File: src/sv/nsp_pkg.sv
// ----------------------------------------------------------------------------
// nsp_pkg - shared types and constants of the nibble sample playback channel
// Request and result payloads, register map, sequencer states and the
// nibble-to-sample conversion table.
// ----------------------------------------------------------------------------
`default_nettype none

package nsp_pkg;

    localparam logic [31:0] PHASE_CLOCK_DEF = 32'd732064;
    localparam int          ADDR_BITS_DEF   = 16;
    localparam int          CFG_ADDR_W      = 5;
    localparam int          CFG_DATA_W      = 32;
    localparam logic [7:0]  LOOP_FOREVER    = 8'hFF;

    // Operation codes of an input request
    typedef enum logic [1:0] {
        OP_WRITE = 2'd0,
        OP_START = 2'd1,
        OP_TICK  = 2'd2,
        OP_NONE  = 2'd3
    } t_op;

    // Register indexes (byte address / 4)
    typedef enum logic [2:0] {
        REG_START_ADDRESS  = 3'd0,
        REG_END_ADDRESS    = 3'd1,
        REG_REPEAT_COUNT   = 3'd2,
        REG_REPEAT_ADDRESS = 3'd3,
        REG_NIBBLE_ORDER   = 3'd4,
        REG_PERIOD_SCALE   = 3'd5,
        REG_PERIOD         = 3'd6,
        REG_VOLUME_SHIFT   = 3'd7
    } t_reg_idx;

    typedef enum logic [1:0] {
        ST_IDLE,
        ST_DIV,
        ST_DATA
    } t_back_state;

    typedef struct packed {
        logic [1:0]  operation;
        logic [15:0] mem_address;
        logic [7:0]  mem_data;
    } t_in_item;

    typedef struct packed {
        logic signed [7:0] sample_out;
        logic              channel_active;
    } t_out_item;

    // Classified request as held in the queue
    typedef struct packed {
        t_op         kind;
        logic [15:0] mem_address;
        logic [7:0]  mem_data;
    } t_req;

    typedef struct packed {
        logic [15:0] start_address;
        logic [15:0] end_address;
        logic [7:0]  repeat_count;
        logic [15:0] repeat_address;
        logic        nibble_order;
        logic [7:0]  period_scale;
        logic [15:0] period;
        logic [1:0]  volume_shift;
    } t_cfg;

    function automatic logic signed [7:0] nib_to_sample(input logic [3:0] nib);
        logic [7:0] v;
        unique case (nib)
            4'h0: v = 8'h81;
            4'h1: v = 8'h90;
            4'h2: v = 8'hA0;
            4'h3: v = 8'hB0;
            4'h4: v = 8'hC0;
            4'h5: v = 8'hD0;
            4'h6: v = 8'hE0;
            4'h7: v = 8'hF0;
            4'h8: v = 8'h00;
            4'h9: v = 8'h10;
            4'hA: v = 8'h20;
            4'hB: v = 8'h30;
            4'hC: v = 8'h40;
            4'hD: v = 8'h50;
            4'hE: v = 8'h60;
            4'hF: v = 8'h70;
            default: v = 8'h00;
        endcase
        return $signed(v);
    endfunction

endpackage

`default_nettype wire

File: src/sv/nsp_front.sv
// ----------------------------------------------------------------------------
// nsp_front - request intake
// Accept input requests, classify the operation and queue them for the
// execution side.
// ----------------------------------------------------------------------------
`default_nettype none

module nsp_front
    import nsp_pkg::*;
(
    input  wire logic     i_clk,
    input  wire logic     i_rst_n,
    input  wire logic     i_in_valid,
    input  wire t_in_item i_in_req,
    output logic          o_in_stall,
    output logic          o_req_valid,
    output t_req          o_req,
    input  wire logic     i_pop
);

    localparam int QDEPTH = 2;
    localparam int PTR_W  = $clog2(QDEPTH);
    localparam int CNT_W  = $clog2(QDEPTH + 1);

    t_req             r_q [QDEPTH];
    logic [PTR_W-1:0] r_wr_ptr;
    logic [PTR_W-1:0] r_rd_ptr;
    logic [CNT_W-1:0] r_count;
    logic             push;
    logic             pop;
    t_req             cls;

    // Classify the operation code
    always_comb begin
        cls.mem_address = i_in_req.mem_address;
        cls.mem_data    = i_in_req.mem_data;
        unique case (i_in_req.operation)
            OP_WRITE: cls.kind = OP_WRITE;
            OP_START: cls.kind = OP_START;
            OP_TICK:  cls.kind = OP_TICK;
            default:  cls.kind = OP_NONE;
        endcase
    end

    assign o_in_stall  = (r_count == CNT_W'(QDEPTH));
    assign push        = i_in_valid && !o_in_stall;
    assign pop         = i_pop && o_req_valid;
    assign o_req_valid = (r_count != '0);
    assign o_req       = r_q[r_rd_ptr];

    always_ff @(posedge i_clk) begin
        if (push) begin
            r_q[r_wr_ptr] <= cls;
        end
    end

    always_ff @(posedge i_clk) begin
        if (!i_rst_n) begin
            r_wr_ptr <= '0;
            r_rd_ptr <= '0;
            r_count  <= '0;
        end else begin
            if (push) begin
                r_wr_ptr <= r_wr_ptr + PTR_W'(1);
            end
            if (pop) begin
                r_rd_ptr <= r_rd_ptr + PTR_W'(1);
            end
            if (push && !pop) begin
                r_count <= r_count + CNT_W'(1);
            end else if (pop && !push) begin
                r_count <= r_count - CNT_W'(1);
            end
        end
    end

endmodule

`default_nettype wire

File: config.mk
export PLATFORM = sky130hd
export DESIGN_NAME = nsp_front
export DESIGN_NICKNAME = d
export VERILOG_FILES = /design/src/sv/nsp_pkg.sv /design/src/sv/nsp_front.sv
export SDC_FILE = /design/constraint.sdc
export NUM_CORES = 1
export LEC_CHECK = 0
export BUFFER_PORTS_ARGS = -buffer_cell sky130_fd_sc_hd__clkbuf_2
export CAP_MARGIN = 0
export CORE_MARGIN = 10
export CORE_UTILIZATION = 35
export CTS_BUF_LIST = sky130_fd_sc_hd__clkbuf_2 sky130_fd_sc_hd__clkbuf_4 sky130_fd_sc_hd__clkbuf_8
export DETAILED_ROUTE_END_ITERATION = 12
export MAX_ROUTING_LAYER = met4
export SYNTH_ARGS = -nofsm -noshare
export SYNTH_HDL_FRONTEND = slang
export SYNTH_SLANG_ARGS = --single-unit
File: constraint.sdc
create_clock -name i_clk -period 3.18 [get_ports i_clk]
set_input_delay 0.318 -clock i_clk [delete_from_list [all_inputs] [get_ports i_clk]]
set_output_delay 0.318 -clock i_clk [all_outputs]
set_load 0.05 [all_outputs]
==> Word-level counts from Yosys, hierarchy flattened <==
Memory sizes are Yosys's and may differ from the RTL's. A register that Yosys moved wholly into a read port is not among the register bits.
Index checks and enable logic that the tools add are counted.
W data, S select, Z words.
{ "classes": {"n_addsub": 4, "n_eq_ne": 3, "muxes": 7, "reduce_logical": 10} }
{ "ops": {"columns": ["cell", "n"], "rows": [
  ["$pmux W2 S3", 1],
  ["$eq A2 B2 Y1 const B", 2],
  ["$logic_and A1 B1 Y1", 4],
  ["$mux W1", 4],
  ["$mux W2", 2],
  ["$reduce_bool A2 Y1", 2],
  ["$logic_not A1 Y1", 3],
  ["$add A1 B1 Y1 const B", 2],
  ["$add A2 B1 Y2 const B", 1],
  ["$eq A2 B1 Y1 const B", 1],
  ["$logic_not A2 Y1", 1],
  ["$sub A2 B1 Y2 const B", 1]
]} }
{ "totals": {"ff_bits": 4, "ram_bits": 52, "in_bits": 30, "output_inout_bits": 28, "word_cells": 28, "memories": 1} }
{ "memory_table": {"columns": ["memory", "words", "width", "read_ports", "rd_ports_with_merged_regs", "write_ports", "line_no", "source"], "rows": [
  ["r_q", 2, 26, 1, 1, 1, "nsp_front.sv:25", "t_req r_q [QDEPTH];"]
]} }

==> Depth between registers and ports, before layout <==
{ "depth": {"word_depth": 7, "ltp_mapped": 7, "mapped_depth_nobuf": 7} }

==> Worst setup path before layout <==
No wires, ideal clock.
{ "synth_path": {"path_type": "flip-flop to flip-flop", "start": "reg r_count[0]", "end": "mem r_q[0][0] (netlist name) (enable)", "setup_ns": 0.406, "arrival_time_ns": 1.761, "required_ns": 2.774, "setup_slack_ns": 1.013, "path_stages_with_launch": 4, "n_path_buf": 0, "synth_period_minus_slack_ns": 2.167, "cell_sequence": "dfxtp_1 > nand2b_1 > inv_2 > nor3_2"} }
{ "synth_via": {"elab_chain_cells": 5} }
{ "synth_lines": {"columns": ["element", "line_no", "source"], "rows": [
  ["start, declared", "nsp_front.sv:28", "logic [CNT_W-1:0] r_count;"],
  ["start signal, assigned", "nsp_front.sv:70", "r_count <= r_count + CNT_W'(1);"],
  ["start signal, assigned", "nsp_front.sv:72", "r_count <= r_count - CNT_W'(1);"],
  ["$eq A2 B2 Y1", "nsp_front.sv:45", "assign o_in_stall = (r_count == CNT_W'(QDEPTH));"],
  ["via o_in_stall", "nsp_front.sv:15", "output logic o_in_stall,"],
  ["$logic_not A1 Y1", "nsp_front.sv:46", "assign push = i_in_valid && !o_in_stall;"],
  ["$logic_and A1 B1 Y1", "nsp_front.sv:46", null],
  ["$mux W1", "nsp_front.sv:52", "if (push) begin"],
  ["$mux W1 (implied by the code)", "nsp_front.sv:53", "r_q[r_wr_ptr] <= cls;"],
  ["end, declared", "nsp_front.sv:25", null]
]} }
The timed path passes the listed nets, and every way through them passes these cells.

==> key figures <==
Run status
  – Status: finished clean

Floorplan
  – FP Rows: 28
  – Die H: around 100 um
  – Initial Util: 36.0%
  – # IOs: a little under 60
  – Total Die Area: roughly 9600 um^2
  – Area of the core: 5890 um^2
  – Chip width: 97.8 um

Detailed routing
  – Routed Antenna Nets: 0
  – Met2 wire length: approximately 1900 um
  – Max layer used: met4
  – # DRC: 0
  – DRT met1 WL: approximately 1900 um
  – 1st-pass router iterations: 4
  – Via/cell ratio: ~4.6
  – Avg WL per Cell: between 15 and 20 um
  – Routed wire length: between 4000 and 5000 um
  – Drt initial violations: 25
  – DR vias: about 1,200
  – Metal3 WL: 244 um

Worst setup path
  – R2R Path Start: r_count[0]$_SDFFE_PN0P_
  – Setup CP Type: reg2out
  – WP data required: 2.86 ns
  – Worst path cell trace: buf_4, mux2_2, clkbuf_2
  – R2R Path End: r_q[0][1]$_DFFE_PP_
  – Worst reg2reg path depth: 4
  – Slowest CP cell: dfxtp_1
  – Worst reg-to-reg setup slack: ~1.4 ns
  – CP max FO: 18
  – Crit path DAT: roughly 1.8 ns
  – Max incr delay on CP: between 0.5 and 0.6 ns
  – Dominant delay contributor by cell family on the critical path: buffers and inverters
  – WP depth: 3
  – Critical path buffers and inverters: 2
  – CP Capture Type: output pin
  – Startpoint Class: register

Synthesis
  – Simple-gate share of the synthesized area: under 10%
  – Ys Warns: 0
  – Synth Area per Inst: roughly 20 um^2
  – Netlist cell types: 23
  – Area share of fa/ha/maj cells after synthesis: less than 1%
  – Largest family of logic cells by synthesized area: multiplexers
  – Syn Inst Count: between 100 and 150
  – Syn Nets: 139
  – Xor-xnor portion of the synthesized cell area: under 10%
  – Mapped Area: approximately 2100 um^2
  – Compound-cell area share of the yosys netlist: 1.54%
  – Mux contribution to synthesized area: between 10 and 15%
  – Sequential area share after synthesis: around 80%
  – Synthesized flop and latch total: 57

STA
  – Setup TNS Final: 0 ns
  – Tmin final: between 2 and 2.5 ns
  – Final setup fails: 0
  – Unrepaired setup endpoints after global routing: false
  – Final period utilization: between 60% and 70%
  – Final Slew Violations: 0
  – Hold Violations, Final: 0
  – Post-route clock skew: 0.00289 ns
  – Rel. slew slack: between 50% and 60%
  – Max Fclk: roughly 470 MHz
  – Tightest Pin Transition: around 0.65 ns

Clock tree
  – Cts repair resizes: 0
  – Post-CTS setup buffers: 0
  – Clk buf depth: 2
  – Hold-fix buffers, CTS: 0
  – Clk sinks: 57
  – H-tree levels: 3
  – Num CTS Buffers: 9
  – Root Driver: clkbuf_8
  – CTS tree: done
  – Worst-Skew Late Latency: approximately 0.32 ns
  – Clock-pin slew on the worst setup and hold paths: approximately 0.06 ns

Final layout
  – Filler cells: between 500 and 600
  – # diodes: 0
  – Most common cell after layout, fill and taps aside: clkbuf_2
  – Final layout net count: 205
  – Layout area overhead: 26.5%
  – Commonest cells after routing, fill and taps aside: 57 x clkbuf_2, 52 x edfxtp_1, 26 x mux2_2
  – Layout Utilization: 45.5%
  – Design area: between 2000 and 3000 um^2
  – Share of layout cells above drive strength 1: between 50% and 60%

Hold path
  – Hold path endpoint: r_q[0][16]$_DFFE_PP_
  – Worst Hold Class: in2reg
  – Hold path depth: 1
  – Hold_sp: i_in_req[16]

Global routing
  – First-pass GRT wire length: ~6500 um
  – Grt ovf: 0
  – Initial antenna violation count: 0
  – Largest net degree at the start of global routing: 27
  – Gr usage total: 9.05%
  – Vias in the first global route: approximately 1,300

Power
  – PwrDens: roughly 940 nW/um^2
  – Pleak: 0.00104 uW
  – VDD IR max: ~420 uV

Job
  – Max-Cap Viols: 0

Placed design
  – Post-DP Area: 2500 um^2
  – Placer congestion estimate: about 0.78
  – Buffers on Ports: 57
-- synth_stat cells, drive strengths merged --
cell | n | area, um^2
edfxtp | 52 | 1560
mux2 | 26 | 293
dfxtp | 5 | 100
and2 | 3 | 18.8
buf | 3 | 20.0
a21boi | 2 | 15.0
clkbuf | 2 | 7.51
inv | 2 | 7.50
o21ai | 2 | 10.0
xnor2 | 2 | 17.5
and3 | 1 | 6.26
ha | 1 | 12.5
nand2b | 1 | 6.26
nor2 | 1 | 3.75
nor3 | 1 | 10.0
o21a | 1 | 7.51
or2 | 1 | 6.26
or3 | 1 | 6.26
xor2 | 1 | 8.76
-- state kept, by name, indices dropped and copies added (netlist names), named ones only --
register and count:
r_q 52, r_wr_ptr 1, r_rd_ptr 1, r_count 2
-- stage by stage --
stage | hold WS [ns] | std cells | power [uW] | setup slack (ns)
floorplan | 0.417 | 108 | 1730 | 1.01
global placement | 0.491 | 238 | 1920 | 1.37
detailed placement | 0.510 | 238 | 1950 | 1.33
CTS | 0.160 | 254 | 2550 | 0.980
global route | 0.167 | 254 | 2640 | 0.924
finish | 0.183 | 254 | 2510 | 1.03
-- metal layers --
layer  up-vias  global-route usage, %
met4         0                   6.04
met1       561                   10.0
met3        10                   3.45
li1        542                      -
met2        43                   13.3
met5         -                      -
-- worst max path at each step --
| stage | startpoint | to | slack, ns |
|---|---|---|---|
| finish | register | o_req[19] | 1.03 |
| CTS | register | o_req[19] | 0.98 |
| global placement | register | o_req[9] | 1.37 |
| floorplan | r_count[0]$_SDFFE_PN0P_ | r_q[0][0]$_DFFE_PP_ | 1.01 |
| global route | register | o_req[19] | 0.92 |
| detailed placement | r_count[0]$_SDFFE_PN0P_ | r_q[0][4]$_DFFE_PP_ | 1.33 |
-- cells by family after synthesis --
logic type                 Yosys count
muxes                               26
DFF                                 57
AOI/OAI and AO/OA                    5
xor gates and xnor gates             3
buffers and inverters                7
and+or+nand+nor                      9
adders and majority gates            1
-- power by group --
part	leakage [uW]	internal, uW	switching, uW	total, uW
clock network	0.0000988	347	243	590
registers	0.000527	946	49.8	996
logic	0.000413	266	656	922
total	0.00104	1560	950	2510
-- area by class of cell --
type                       instances  area (um^2)  area share [%]
sequential                        57         1660            62.0
multi-input combinational         44          428            16.0
timing repair buffer              60          308            11.5
clock buffer                      15          175            6.54
tap                               75         93.8            3.50
inverter                           2         7.51           0.280
clock inverter                     1         5.00           0.187
(Power assumes the default switching activity.)
